**config.mk**
```make
export PLATFORM = sky130hd
export DESIGN_NAME = chip8_instruction_executor_unit
export DESIGN_NICKNAME = d
export VERILOG_FILES = /design/src/hdl/c8x_pkg.sv /design/src/hdl/chip8_instruction_executor_unit.sv /design/src/hdl/c8x_ram.sv /design/src/hdl/c8x_core.sv
export VERILOG_INCLUDE_DIRS = /design/src /design/src/hdl
export SDC_FILE = /design/constraint.sdc
export NUM_CORES = 1
export LEC_CHECK = 0
export BUFFER_PORTS_ARGS = -buffer_cell sky130_fd_sc_hd__buf_4
export CAP_MARGIN = 10
export CORE_MARGIN = 3
export CORE_UTILIZATION = 35
export DETAILED_ROUTE_END_ITERATION = 10
export PLACE_DENSITY = 0.62
export SETUP_SLACK_MARGIN = 0.5
export SLEW_MARGIN = 20
export SYNTH_ARGS = -nofsm -noshare
export SYNTH_HDL_FRONTEND = slang
export SYNTH_SLANG_ARGS = --single-unit
```
**constraint.sdc**
```tcl
create_clock -name aclk -period 4.6 [get_ports aclk]
set_clock_uncertainty 0.05 [all_clocks]
set_input_delay 0.92 -clock aclk [delete_from_list [all_inputs] [get_ports aclk]]
set_output_delay 0.92 -clock aclk [all_outputs]
set_load 0.005 [all_outputs]
```
**src/hdl/chip8_instruction_executor_unit_defines.svh**
```systemverilog
// Assertion macros shared by the executor RTL files.
`ifndef CHIP8_INSTRUCTION_EXECUTOR_UNIT_DEFINES_SVH
`define CHIP8_INSTRUCTION_EXECUTOR_UNIT_DEFINES_SVH

// Same-cycle implication, clocked on aclk, off while aresetn is low
`define C8X_ASSERT_IMP(lbl, ante, cons, msg) \
    lbl: assert property (@(posedge aclk) disable iff (!aresetn) (ante) |-> (cons)) \
        else $error(msg);

// Next-cycle implication, clocked on aclk, off while aresetn is low
`define C8X_ASSERT_NXT(lbl, ante, cons, msg) \
    lbl: assert property (@(posedge aclk) disable iff (!aresetn) (ante) |=> (cons)) \
        else $error(msg);

`endif

```
**src/hdl/c8x_pkg.sv**
```systemverilog
// Shared types, opcode codes and sizes of the CHIP-8 executor.
`timescale 1ns / 1ps
`default_nettype none

package c8x_pkg;

    // Sizes
    localparam int INSTR_W     = 16;
    localparam int ADDR_W      = 12;
    localparam int DATA_W      = 8;
    localparam int NUM_REGS    = 16;
    localparam int REG_IDX_W   = 4;
    localparam int STACK_DEPTH = 16;
    localparam int STACK_LVL_W = $clog2(STACK_DEPTH + 1);
    localparam int STACK_IDX_W = (STACK_DEPTH > 1) ? $clog2(STACK_DEPTH) : 1;

    // Counter value after reset
    localparam logic [ADDR_W-1:0] PC_RESET = 12'h200;

    // Top nibble of the instruction word
    typedef enum logic [3:0] {
        GRP_SYS      = 4'h0,
        GRP_JP       = 4'h1,
        GRP_CALL     = 4'h2,
        GRP_SE_BYTE  = 4'h3,
        GRP_SNE_BYTE = 4'h4,
        GRP_SE_REG   = 4'h5,
        GRP_LD_BYTE  = 4'h6,
        GRP_ADD_BYTE = 4'h7,
        GRP_ALU      = 4'h8,
        GRP_SNE_REG  = 4'h9,
        GRP_LD_I     = 4'hA,
        GRP_JP_V0    = 4'hB,
        GRP_RND      = 4'hC,
        GRP_DRW      = 4'hD,
        GRP_KEY      = 4'hE,
        GRP_MISC     = 4'hF
    } group_t;

    // Full-word and low-byte codes
    localparam logic [INSTR_W-1:0] OP_RET = 16'h00EE;

    localparam logic [7:0] EX_SKP      = 8'h9E;
    localparam logic [7:0] EX_SKNP     = 8'hA1;
    localparam logic [7:0] FX_LD_VX_DT = 8'h07;
    localparam logic [7:0] FX_LD_KEY   = 8'h0A;
    localparam logic [7:0] FX_LD_DT    = 8'h15;
    localparam logic [7:0] FX_LD_ST    = 8'h18;
    localparam logic [7:0] FX_ADD_I    = 8'h1E;
    localparam logic [7:0] FX_LD_F     = 8'h29;
    localparam logic [7:0] FX_LD_B     = 8'h33;
    localparam logic [7:0] FX_LD_MEM   = 8'h55;
    localparam logic [7:0] FX_LD_REGS  = 8'h65;

    typedef enum logic [1:0] {
        ST_EXEC    = 2'd0,
        ST_NOP     = 2'd1,
        ST_UNKNOWN = 2'd2,
        ST_FAULT   = 2'd3
    } status_t;

    // One result, first field in the high bits
    typedef struct packed {
        status_t                 status;
        logic [DATA_W-1:0]       reg_value;
        logic [REG_IDX_W-1:0]    reg_number;
        logic                    reg_written;
        logic [DATA_W-1:0]       sound_value;
        logic [DATA_W-1:0]       delay_value;
        logic [ADDR_W-1:0]       index_value;
        logic [ADDR_W-1:0]       next_pc;
    } result_t;

    localparam int RESULT_W   = $bits(result_t);
    localparam int M_TDATA_W  = ((RESULT_W + 7) / 8) * 8;

    // Register file read request for the instruction entering the input register
    typedef struct packed {
        logic [REG_IDX_W-1:0] x;
        logic [REG_IDX_W-1:0] y;
    } rd_req_t;

endpackage

`default_nettype wire

```
**src/hdl/chip8_instruction_executor_unit.sv**
```systemverilog
// Top level of the CHIP-8 instruction executor: input and result registers.
//
// Channel   Dir  Fields (tdata, low bit first)
// s_        in   instruction[15:0]
// m_        out  next_pc, index_value, delay_value, sound_value, reg_written,
//                reg_number, reg_value, status, one zero pad bit
// cfg_      in   program_start[11:0] (write only)
//
// One instruction per cycle sustained while m_tready stays high; an input request
// passes the input register, then is executed into the result register.
// The result register holds a request while m_tready is low; the input register
// keeps taking one more request, then s_tready drops until the result moves.
// Synchronous active-low reset: counter to 0x200, registers, timers and stack empty.
// No clearing pass after reset; a write of program_start also loads the counter.
`timescale 1ns / 1ps
`default_nettype none
`include "chip8_instruction_executor_unit_defines.svh"

module chip8_instruction_executor_unit (
    input  wire logic                           aclk,
    input  wire logic                           aresetn,
    // instruction[15:0]
    input  wire logic [c8x_pkg::INSTR_W-1:0]    s_tdata,
    input  wire logic                           s_tvalid,
    output logic                                s_tready,
    // next_pc[11:0], index_value[23:12], delay_value[31:24], sound_value[39:32],
    // reg_written[40], reg_number[44:41], reg_value[52:45], status[54:53], pad[55]
    output logic [c8x_pkg::M_TDATA_W-1:0]       m_tdata,
    output logic                                m_tvalid,
    input  wire logic                           m_tready,
    input  wire logic                           cfg_we,
    input  wire logic [c8x_pkg::ADDR_W-1:0]     cfg_wdata
);

    logic                          instr_valid_reg;
    logic [c8x_pkg::INSTR_W-1:0]   instr_reg;
    logic                          m_tvalid_reg;
    logic [c8x_pkg::M_TDATA_W-1:0] m_tdata_reg;
    logic                          s_accept;
    logic                          exec_fire;
    logic [c8x_pkg::INSTR_W-1:0]   instr_next;
    c8x_pkg::rd_req_t              rd_req;
    c8x_pkg::result_t              res;

    // Handshake
    assign exec_fire = instr_valid_reg && (!m_tvalid_reg || m_tready);
    assign s_tready  = !instr_valid_reg || exec_fire;
    assign s_accept  = s_tvalid && s_tready;

    // Register reads target whatever sits in the input register next cycle
    assign instr_next = s_accept ? s_tdata : instr_reg;
    assign rd_req.x   = instr_next[11:8];
    assign rd_req.y   = instr_next[7:4];

    // Input register
    always_ff @(posedge aclk) begin
        if (!aresetn) begin
            instr_valid_reg <= 1'b0;
        end else if (s_accept) begin
            instr_valid_reg <= 1'b1;
        end else if (exec_fire) begin
            instr_valid_reg <= 1'b0;
        end
        if (s_accept) begin
            instr_reg <= s_tdata;
        end
    end

    c8x_core u_core (
        .aclk      (aclk),
        .aresetn   (aresetn),
        .exec_en   (exec_fire),
        .instr     (instr_reg),
        .rd_req    (rd_req),
        .cfg_we    (cfg_we),
        .cfg_wdata (cfg_wdata),
        .res       (res)
    );

    // Result register
    always_ff @(posedge aclk) begin
        if (!aresetn) begin
            m_tvalid_reg <= 1'b0;
        end else if (exec_fire) begin
            m_tvalid_reg <= 1'b1;
        end else if (m_tready) begin
            m_tvalid_reg <= 1'b0;
        end
        if (exec_fire) begin
            m_tdata_reg <= c8x_pkg::M_TDATA_W'(res);
        end
    end

    assign m_tvalid = m_tvalid_reg;
    assign m_tdata  = m_tdata_reg;

    `C8X_ASSERT_IMP(a_no_overwrite, m_tvalid_reg && !m_tready, !exec_fire, "result overwritten while stalled")
    `C8X_ASSERT_NXT(a_accept_fills, s_accept, instr_valid_reg, "accepted request not held")
    `C8X_ASSERT_NXT(a_exec_shows, exec_fire, m_tvalid_reg, "executed request not presented")

endmodule

`default_nettype wire

```
**src/hdl/c8x_ram.sv**
```systemverilog
// Generic single-write, single-read RAM with registered read data.
`timescale 1ns / 1ps
`default_nettype none

module c8x_ram #(
    parameter int WIDTH = 8,
    parameter int DEPTH = 16
) (
    input  wire logic                     aclk,
    input  wire logic                     we,
    input  wire logic [$clog2(DEPTH)-1:0] waddr,
    input  wire logic [WIDTH-1:0]         wdata,
    input  wire logic [$clog2(DEPTH)-1:0] raddr,
    output logic      [WIDTH-1:0]         rdata
);

    logic [WIDTH-1:0] mem_reg [DEPTH];

    // Write port and registered read (read returns old data on collision)
    always_ff @(posedge aclk) begin
        if (we) begin
            mem_reg[waddr] <= wdata;
        end
        rdata <= mem_reg[raddr];
    end

endmodule

`default_nettype wire

```
**src/hdl/c8x_core.sv**
```systemverilog
// Architectural state and combinational execute logic of the executor.
`timescale 1ns / 1ps
`default_nettype none
`include "chip8_instruction_executor_unit_defines.svh"

module c8x_core (
    input  wire logic                         aclk,
    input  wire logic                         aresetn,
    input  wire logic                         exec_en,
    input  wire logic [c8x_pkg::INSTR_W-1:0]  instr,
    input  wire c8x_pkg::rd_req_t             rd_req,
    input  wire logic                         cfg_we,
    input  wire logic [c8x_pkg::ADDR_W-1:0]   cfg_wdata,
    output c8x_pkg::result_t                  res
);

    // Architectural state
    logic [c8x_pkg::ADDR_W-1:0]      pc_reg;
    logic [c8x_pkg::ADDR_W-1:0]      index_reg;
    logic [c8x_pkg::DATA_W-1:0]      delay_reg;
    logic [c8x_pkg::DATA_W-1:0]      sound_reg;
    logic [c8x_pkg::DATA_W-1:0]      v0_reg;
    logic [c8x_pkg::STACK_LVL_W-1:0] stack_level_reg;
    logic [c8x_pkg::ADDR_W-1:0]      stack_reg [c8x_pkg::STACK_DEPTH];
    logic [c8x_pkg::NUM_REGS-1:0]    reg_valid_reg;

    // Register file read side
    logic                        x_valid_reg, y_valid_reg;
    logic                        x_byp_reg, y_byp_reg;
    logic [c8x_pkg::DATA_W-1:0]  byp_val_reg;
    logic [c8x_pkg::DATA_W-1:0]  ram_x_q, ram_y_q;
    logic [c8x_pkg::DATA_W-1:0]  vx, vy;

    // Decode
    c8x_pkg::group_t                group;
    logic [c8x_pkg::ADDR_W-1:0]     nnn;
    logic [c8x_pkg::REG_IDX_W-1:0]  x_idx;
    logic [c8x_pkg::DATA_W-1:0]     kk;

    // Execute results
    logic [c8x_pkg::ADDR_W-1:0]      pc_seq, pc_skip, pc_next;
    logic [c8x_pkg::ADDR_W-1:0]      index_next;
    logic [c8x_pkg::DATA_W-1:0]      delay_next, sound_next;
    logic                            wr;
    logic [c8x_pkg::REG_IDX_W-1:0]   wnum;
    logic [c8x_pkg::DATA_W-1:0]      wval;
    c8x_pkg::status_t                status;
    logic                            push, pop;
    logic                            wr_fire;
    logic [c8x_pkg::STACK_LVL_W-1:0] pop_level;
    logic [c8x_pkg::STACK_IDX_W-1:0] push_idx, pop_idx;

    assign group = c8x_pkg::group_t'(instr[15:12]);
    assign nnn   = instr[11:0];
    assign x_idx = instr[11:8];
    assign kk    = instr[7:0];

    assign pc_seq    = pc_reg + 12'd2;
    assign pc_skip   = pc_reg + 12'd4;
    assign pop_level = stack_level_reg - c8x_pkg::STACK_LVL_W'(1);
    assign push_idx  = stack_level_reg[c8x_pkg::STACK_IDX_W-1:0];
    assign pop_idx   = pop_level[c8x_pkg::STACK_IDX_W-1:0];
    assign wr_fire   = exec_en && wr;

    // General register copies, one per read port
    c8x_ram #(
        .WIDTH (c8x_pkg::DATA_W),
        .DEPTH (c8x_pkg::NUM_REGS)
    ) u_ram_x (
        .aclk  (aclk),
        .we    (wr_fire),
        .waddr (wnum),
        .wdata (wval),
        .raddr (rd_req.x),
        .rdata (ram_x_q)
    );

    c8x_ram #(
        .WIDTH (c8x_pkg::DATA_W),
        .DEPTH (c8x_pkg::NUM_REGS)
    ) u_ram_y (
        .aclk  (aclk),
        .we    (wr_fire),
        .waddr (wnum),
        .wdata (wval),
        .raddr (rd_req.y),
        .rdata (ram_y_q)
    );

    // Read qualifiers: unwritten registers read zero, same-edge write is forwarded
    always_ff @(posedge aclk) begin
        if (!aresetn) begin
            x_valid_reg <= 1'b0;
            y_valid_reg <= 1'b0;
            x_byp_reg   <= 1'b0;
            y_byp_reg   <= 1'b0;
        end else begin
            x_valid_reg <= reg_valid_reg[rd_req.x];
            y_valid_reg <= reg_valid_reg[rd_req.y];
            x_byp_reg   <= wr_fire && (wnum == rd_req.x);
            y_byp_reg   <= wr_fire && (wnum == rd_req.y);
        end
        byp_val_reg <= wval;
    end

    assign vx = x_byp_reg ? byp_val_reg : (x_valid_reg ? ram_x_q : '0);
    assign vy = y_byp_reg ? byp_val_reg : (y_valid_reg ? ram_y_q : '0);

    // Execute
    always_comb begin
        pc_next    = pc_seq;
        index_next = index_reg;
        delay_next = delay_reg;
        sound_next = sound_reg;
        wr         = 1'b0;
        wnum       = '0;
        wval       = '0;
        status     = c8x_pkg::ST_EXEC;
        push       = 1'b0;
        pop        = 1'b0;
        case (group)
            c8x_pkg::GRP_SYS: begin
                if (instr == c8x_pkg::OP_RET) begin
                    if (stack_level_reg == '0) begin
                        status = c8x_pkg::ST_FAULT;
                    end else begin
                        pop     = 1'b1;
                        pc_next = stack_reg[pop_idx];
                    end
                end else begin
                    status = c8x_pkg::ST_NOP;
                end
            end
            c8x_pkg::GRP_JP: begin
                pc_next = nnn;
            end
            c8x_pkg::GRP_CALL: begin
                if (stack_level_reg >= c8x_pkg::STACK_LVL_W'(c8x_pkg::STACK_DEPTH)) begin
                    status = c8x_pkg::ST_FAULT;
                end else begin
                    push    = 1'b1;
                    pc_next = nnn;
                end
            end
            c8x_pkg::GRP_SE_BYTE: begin
                if (vx == kk) pc_next = pc_skip;
            end
            c8x_pkg::GRP_SNE_BYTE: begin
                if (vx != kk) pc_next = pc_skip;
            end
            c8x_pkg::GRP_SE_REG: begin
                if (vx == vy) pc_next = pc_skip;
            end
            c8x_pkg::GRP_LD_BYTE: begin
                wr   = 1'b1;
                wnum = x_idx;
                wval = kk;
            end
            c8x_pkg::GRP_ADD_BYTE: begin
                wr   = 1'b1;
                wnum = x_idx;
                wval = vx + kk;
            end
            c8x_pkg::GRP_SNE_REG: begin
                if (vx != vy) pc_next = pc_skip;
            end
            c8x_pkg::GRP_LD_I: begin
                index_next = nnn;
            end
            c8x_pkg::GRP_JP_V0: begin
                pc_next = {4'h0, v0_reg} + nnn;
            end
            c8x_pkg::GRP_KEY: begin
                if (kk inside {c8x_pkg::EX_SKP, c8x_pkg::EX_SKNP}) begin
                    status = c8x_pkg::ST_NOP;
                end else begin
                    status = c8x_pkg::ST_UNKNOWN;
                end
            end
            c8x_pkg::GRP_MISC: begin
                case (kk)
                    c8x_pkg::FX_LD_VX_DT: begin
                        wr   = 1'b1;
                        wnum = x_idx;
                        wval = delay_reg;
                    end
                    c8x_pkg::FX_LD_DT: delay_next = vx;
                    c8x_pkg::FX_LD_ST: sound_next = vx;
                    default: begin
                        if (kk inside {c8x_pkg::FX_LD_KEY, c8x_pkg::FX_ADD_I,
                                       c8x_pkg::FX_LD_F, c8x_pkg::FX_LD_B,
                                       c8x_pkg::FX_LD_MEM, c8x_pkg::FX_LD_REGS}) begin
                            status = c8x_pkg::ST_NOP;
                        end else begin
                            status = c8x_pkg::ST_UNKNOWN;
                        end
                    end
                endcase
            end
            // ALU, random and draw groups
            default: begin
                status = c8x_pkg::ST_NOP;
            end
        endcase
    end

    // State update
    always_ff @(posedge aclk) begin
        if (!aresetn) begin
            pc_reg          <= c8x_pkg::PC_RESET;
            index_reg       <= '0;
            delay_reg       <= '0;
            sound_reg       <= '0;
            v0_reg          <= '0;
            stack_level_reg <= '0;
            reg_valid_reg   <= '0;
        end else if (cfg_we) begin
            pc_reg <= cfg_wdata;
        end else if (exec_en) begin
            pc_reg    <= pc_next;
            index_reg <= index_next;
            delay_reg <= delay_next;
            sound_reg <= sound_next;
            if (wr) begin
                reg_valid_reg[wnum] <= 1'b1;
                if (wnum == '0) v0_reg <= wval;
            end
            if (push) begin
                stack_level_reg <= stack_level_reg + c8x_pkg::STACK_LVL_W'(1);
            end else if (pop) begin
                stack_level_reg <= pop_level;
            end
        end
    end

    // Return stack entries (no reset, read only after a push)
    always_ff @(posedge aclk) begin
        if (exec_en && push) begin
            stack_reg[push_idx] <= pc_seq;
        end
    end

    // Result of the instruction now executing
    always_comb begin
        res.next_pc     = pc_next;
        res.index_value = index_next;
        res.delay_value = delay_next;
        res.sound_value = sound_next;
        res.reg_written = wr;
        res.reg_number  = wnum;
        res.reg_value   = wval;
        res.status      = status;
    end

    `C8X_ASSERT_IMP(a_stack_bound, 1'b1, stack_level_reg <= c8x_pkg::STACK_LVL_W'(c8x_pkg::STACK_DEPTH), "stack level beyond depth")
    `C8X_ASSERT_NXT(a_fault_keeps_stack, exec_en && (status == c8x_pkg::ST_FAULT), $stable(stack_level_reg), "stack fault moved the stack")
    `C8X_ASSERT_IMP(a_write_only_exec, wr, status == c8x_pkg::ST_EXEC, "register write on a no-op")
    `C8X_ASSERT_IMP(a_push_pop_excl, 1'b1, !(push && pop), "push and pop together")

endmodule

`default_nettype wire

```
Yosys cells after proc, flatten, opt, wreduce, memory -nomap -nowiden
Memory sizes are Yosys's and may differ from the RTL's. A register that Yosys moved wholly into a read port is not among the register bits. Index checks and enable logic that the tools add are counted.

Bits in registers: 154. Memory bits (writable): 448. Bits of input ports: 33. Output and inout bits: 58. Word-level logic and storage cells: 144. Memories kept: 3.

Memory list: u_core.stack_reg (words 16, width 12, read ports 1, clocked after memory_dff 0, wr ports 1, line c8x_core.sv:24) `logic [c8x_pkg::ADDR_W-1:0] stack_reg [c8x_pkg::STACK_DEPTH];`; u_core.u_ram_x.mem_reg (words 16, width 8, read ports 1, clocked after memory_dff 1, wr ports 1, line c8x_ram.sv:17) `logic [WIDTH-1:0] mem_reg [DEPTH];`; u_core.u_ram_y.mem_reg (words 16, width 8, read ports 1, clocked after memory_dff 1, wr ports 1, line c8x_ram.sv:17).

$add $sub $neg: 6. Order comparisons: 5. Equality and inequality tests: 30. Mux-type cells: 54. Bitwise operators: 2. Reduce and logical (&&, ||, !) cells: 27.

Operator list (number): two-way mux 12 bit (11); case mux 12 bit (8 select lines) (1); two-way mux 8 bit (9); == test 8 x 5 -> 1 bit (second input constant) (3); case mux 8 bit (3 select lines) (1); == test 4 bit (second input constant) (5); two-way mux 1 bit (17); == test 16 x 8 -> 1 bit (second input constant) (1); == test 4 x 3 -> 1 bit (second input constant) (4); == test 8 x 6 -> 1 bit (second input constant) (2); == test 8 x 7 -> 1 bit (second input constant) (2); == test 8 bit (2); == test 8 bit (second input constant) (2); != test 8 bit (2); OR 16 bit (1); < comparator 4 x 5 -> 1 bit (second input constant) (3); adder 12 x 2 -> 12 bit (second input constant) (1); adder 12 x 3 -> 12 bit (second input constant) (1); adder 8 x 12 -> 12 bit (1); two-way mux 2 bit (6); two-way mux 5 bit (2); case mux 2 bit (5 select lines) (1); nonzero test 2 bit (5); OR reduction 9 bit (1); 27 further kinds (40).

Depth between registers and ports, before layout
Depth after elaboration: 8. Mapped depth: 16. Depth with buffers taken out: 15.

Modules after synthesis
Synthesis repeated with hierarchy kept, for this count alone.

Cells, all modules: 1736. Area, all modules: 26415.3 um^2.

By module, submodules not included: c8x_core (times used 1, cells an instance 1159, area an instance 13680.6 um^2, seq. area each 7387.1 um^2); c8x_ram (times used 2, cells an instance 229, area an instance 5147.4 um^2, seq. area each 4003.8 um^2); chip8_instruction_executor_unit (times used 1, cells an instance 119, area an instance 2439.8 um^2, seq. area each 2092.0 um^2).

Least setup slack after synthesis
Ideal clock, no wire load.

Kind: reg-to-reg. Start: reg u_core.stack_level_reg[0] (netlist bit). End: reg u_core.pc_reg[1] (netlist bit). Library setup time: 128 ps. Arrival time: 4027 ps. Required time: 4422 ps. Path slack: 395 ps. Cell stages (with the launch flop): 15. Path buffers: 5. Period minus slack after synthesis: 4205 ps. Path through: dfxtp_1 > clkbuf_1 > buf_2 > buf_1 > inv_1 > ha_1 > clkbuf_1 > clkbuf_1 > mux4_2 > a211oi_1 > a21oi_1 > a222oi_1 > o2111ai_1 > a221oi_1 > nor2_1.

RTL lines: start, declared (line c8x_core.sv:23) `logic [c8x_pkg::STACK_LVL_W-1:0] stack_level_reg;`; start signal, assigned (line c8x_core.sv:229) `stack_level_reg <= stack_level_reg + c8x_pkg::STACK_LVL_W'(1);`; start signal, assigned (line c8x_core.sv:231) `stack_level_reg <= pop_level;`; end signal, assigned (line c8x_core.sv:210) `pc_reg <= c8x_pkg::PC_RESET;`; end signal, assigned (line c8x_core.sv:218) `pc_reg <= cfg_wdata;`; end signal, assigned (line c8x_core.sv:220) `pc_reg <= pc_next;`; end, declared (line c8x_core.sv:18) `logic [c8x_pkg::ADDR_W-1:0] pc_reg;`.

==> run summary <==
status: complete, no violations
final hold violations: 0
Tot Pwr: 0.0102 W
fin crit period: 3940 ps
later-pin clock latency in the skew report: 620 ps
reg-to-reg endpoint: u_core.pc_reg[11]
initial antenna violation count: 0
Ys Warns: 0
r2r setup slk: 660 ps
setup bufs post-CTS: 0
H-tree level count: 2
initial core utilization: 0.355
Logic pwr share: 0.105
Tot GR Track Use: 0.186
final setup TNS: 0 ps
max reg flops: 192
Reg power frac: 0.488
Remaining DRCs: 0
Final HPWL DP: 43.0 mm
maximum clock frequency: 0.254 GHz
Num CTS Buffers: 50
RSZ-0062 raised after global routing: false
share of flip-flops with an asynchronous set or reset: 0
Fillers: 5908
final net count: 2129
vias in the first global route: 15.5k
ant diodes: 0
Tightest Pin Transition: 1030 ps
Netlist cell types: 77
nature of the critical path endpoint: register
Setup Viol. Count Final: 0
crit share post-route: 0.857
Layout Cells excl Fill: 2961
Switch Pwr: 0.00255 W
worst r2r src: u_core.x_byp_reg
commonest non-fill, non-tap cell in the layout: nand2_1
GRT Residual Overflow: 0
Crit path arrival time: 4400 ps
clk buf depth: 3
Synth Flop Type: edfxtp_1
switching share of total power: 0.250
Post-Syn Area: 22500 um^2
LEAKAGE: 9.29 nW
max cap viols: 0
worst slew margin relative to its limit: 0.309
Chip Height: 259 um
die area: 67300 um^2
power density over cell area: 387 nW/um^2
layout cells sized above 1: 0.175
Worst path max stage delay: 570 ps
Routed WL: 63.9 mm
crit start category: register
RePlAce Congestion: 0.902
core area: 63300 um^2
clock share of power: 0.407
worst path cell trace: nand3b_1, and2_1, inv_1, ha_1, or4_1, nor4_4, o21ai_1, a211oi_1, mux2i_2, or2_0, a221o_1, a211o_1, a31o_1
smallest hold slack: 405 ps
Cells after DPL: 2867
chip width: 259 um
EDFF count, synth: 383
sequential element share of the synthesized area: 0.607
area growth from synthesis to layout: 17.0%
clock sinks: 490
Int Power: 0.00764 W
Cell Rows: 92
via count: 16.6k
largest fanout on the critical path: 16
Avg Cell Area, Syn: 11.4 um^2
DR WL/cell: 21.6 um
WS Path Type: register to register
final antenna-violating net count: 0
Final Util: 0.416
number of port buffers: 89
Root Buffer: clkbuf_16
largest net degree at the start of global routing: 65
Reg2Reg Depth: 13
Ports: 91
Worst Setup SP: u_core.x_byp_reg
drt first pass iters: 8
Via density: 5.61
Slew Limit Fails: 0
initial detailed-routing violation count: 1815
Worst Hold Class: register to register
commonest cells after routing, fill and taps aside: 426 x nand2_1, 383 x edfxtp_1, 183 x buf_4, 106 x nor2_1, 104 x dfxtp_1
HP Start: u_core.index_reg[6]
CP required: 5060 ps
Peak VDD IR: 0.246 mV
Synthesized Nets: 2020
Hold Path Depth: 2
hold endpoint: u_core.index_reg[6]
FF+latch count, synth: 490
CTS tree: yes
Cells after Synth: 1964
Clk pin slew, worst setup/hold paths: 60 ps
Slowest cell on crit path: or4_1
first-pass GRT wire length: 96.5 mm
per-layer routing:
metal | global-route usage | part of all wire | wire length, um
met1 | 0.278 | 0.45 | 28800
met2 | 0.276 | 0.44 | 28000
met3 | 0.0273 | 0.082 | 5210
met4 | 0.0607 | 0.030 | 1930
met5 | 0 | 0 | 0
power by group through the flow:
| stage | sequential [W] | clock [W] | combinational [W] |
|---|---|---|---|
| 2_1_floorplan | 0.00500 | 0 | 0.000666 |
| 6_report | 0.00497 | 0.00415 | 0.00107 |
| 3_5_place_dp | 0.00506 | 0 | 0.00104 |
| 3_3_place_gp | 0.00506 | 0 | 0.00102 |
| 5_1_grt | 0.00497 | 0.00440 | 0.00115 |
| 4_1_cts | 0.00497 | 0.00424 | 0.00105 |
cells in the mapped netlist, types with 10 or more instances:
| master | number | area [um^2] |
|---|---|---|
| and2_1 | 11 | 68.8 |
| nor2b_1 | 17 | 106 |
| dfxtp_1 | 107 | 2140 |
| ha_1 | 21 | 263 |
| or3_1 | 12 | 75.1 |
| nand2b_1 | 10 | 62.6 |
| nor2_1 | 107 | 402 |
| nand3_1 | 90 | 450 |
| buf_1 | 19 | 71.3 |
| nand4_1 | 12 | 75.1 |
| a211oi_1 | 17 | 128 |
| o21ai_0 | 50 | 250 |
| xnor2_1 | 24 | 210 |
| a21o_1 | 10 | 75.1 |
| mux2i_1 | 35 | 350 |
| nor3_1 | 30 | 150 |
| nand2_1 | 426 | 1600 |
| and3_1 | 44 | 275 |
| a22oi_1 | 11 | 82.6 |
| a311oi_1 | 56 | 490 |
| inv_1 | 35 | 131 |
| clkbuf_1 | 101 | 379 |
| a31oi_1 | 28 | 175 |
| a21oi_1 | 88 | 440 |
| edfxtp_1 | 383 | 11500 |
| nand3b_1 | 18 | 135 |
| mux4_2 | 48 | 1080 |
| mux2_2 | 14 | 158 |
| xor2_1 | 16 | 140 |
how the worst max path moves through the flow:
stage,endpoint,slack [ps],depth (start not counted)
final,u_core.pc_reg[11],660,13
after global placement,u_core.pc_reg[11],600,13
after global routing,u_core.pc_reg[11],480,13
after detailed placement,u_core.pc_reg[11],440,13
after CTS,u_core.pc_reg[11],600,13
after floorplan,u_core.pc_reg[1],660,14
through the flow:
stage / worst slack [ps] / cell area (um^2)
after global routing: 479 / 26300
after global placement: 597 / 24600
final: 658 / 26300
after CTS: 599 / 26300
after detailed placement: 439 / 24600
after floorplan: 657 / 22500
cells by family after synthesis:
logic type      count (synthesis)  synth area share
compound gates                340             0.104
xor+xnor                       40            0.0156
fa+ha+maj                      23            0.0135
buf+inv                       170            0.0293
flops                         490             0.607
mux                            97            0.0707
other cells                     1          0.000167
simple gates                  803             0.160
worst max-delay path, delay by kind of cell, from the launching register on:
family | cells | cell delay [ps]
compound gates | 5 | 1300
buf+inv | 1 | 70
flops | 1 | 440
simple gates | 5 | 1490
fa+ha+maj | 1 | 290
mux | 1 | 220
what timing repair did:
action                                  4_1_cts  5_1_grt
endpoints found under the setup margin        3        8
resized for setup                             1        4
hold buffers                                  0        0
layout make-up:
type	instances	area, um^2	share of cell area
clock buffer	67	1370	0.0519
inverter	40	151	0.00576
multi-input combinational	1304	8300	0.316
timing repair buffer	187	1450	0.0553
tap	846	1060	0.0402
clock inverter	27	324	0.0123
sequential	490	13700	0.519
Note: power is estimated with default switching activity, not from simulation.
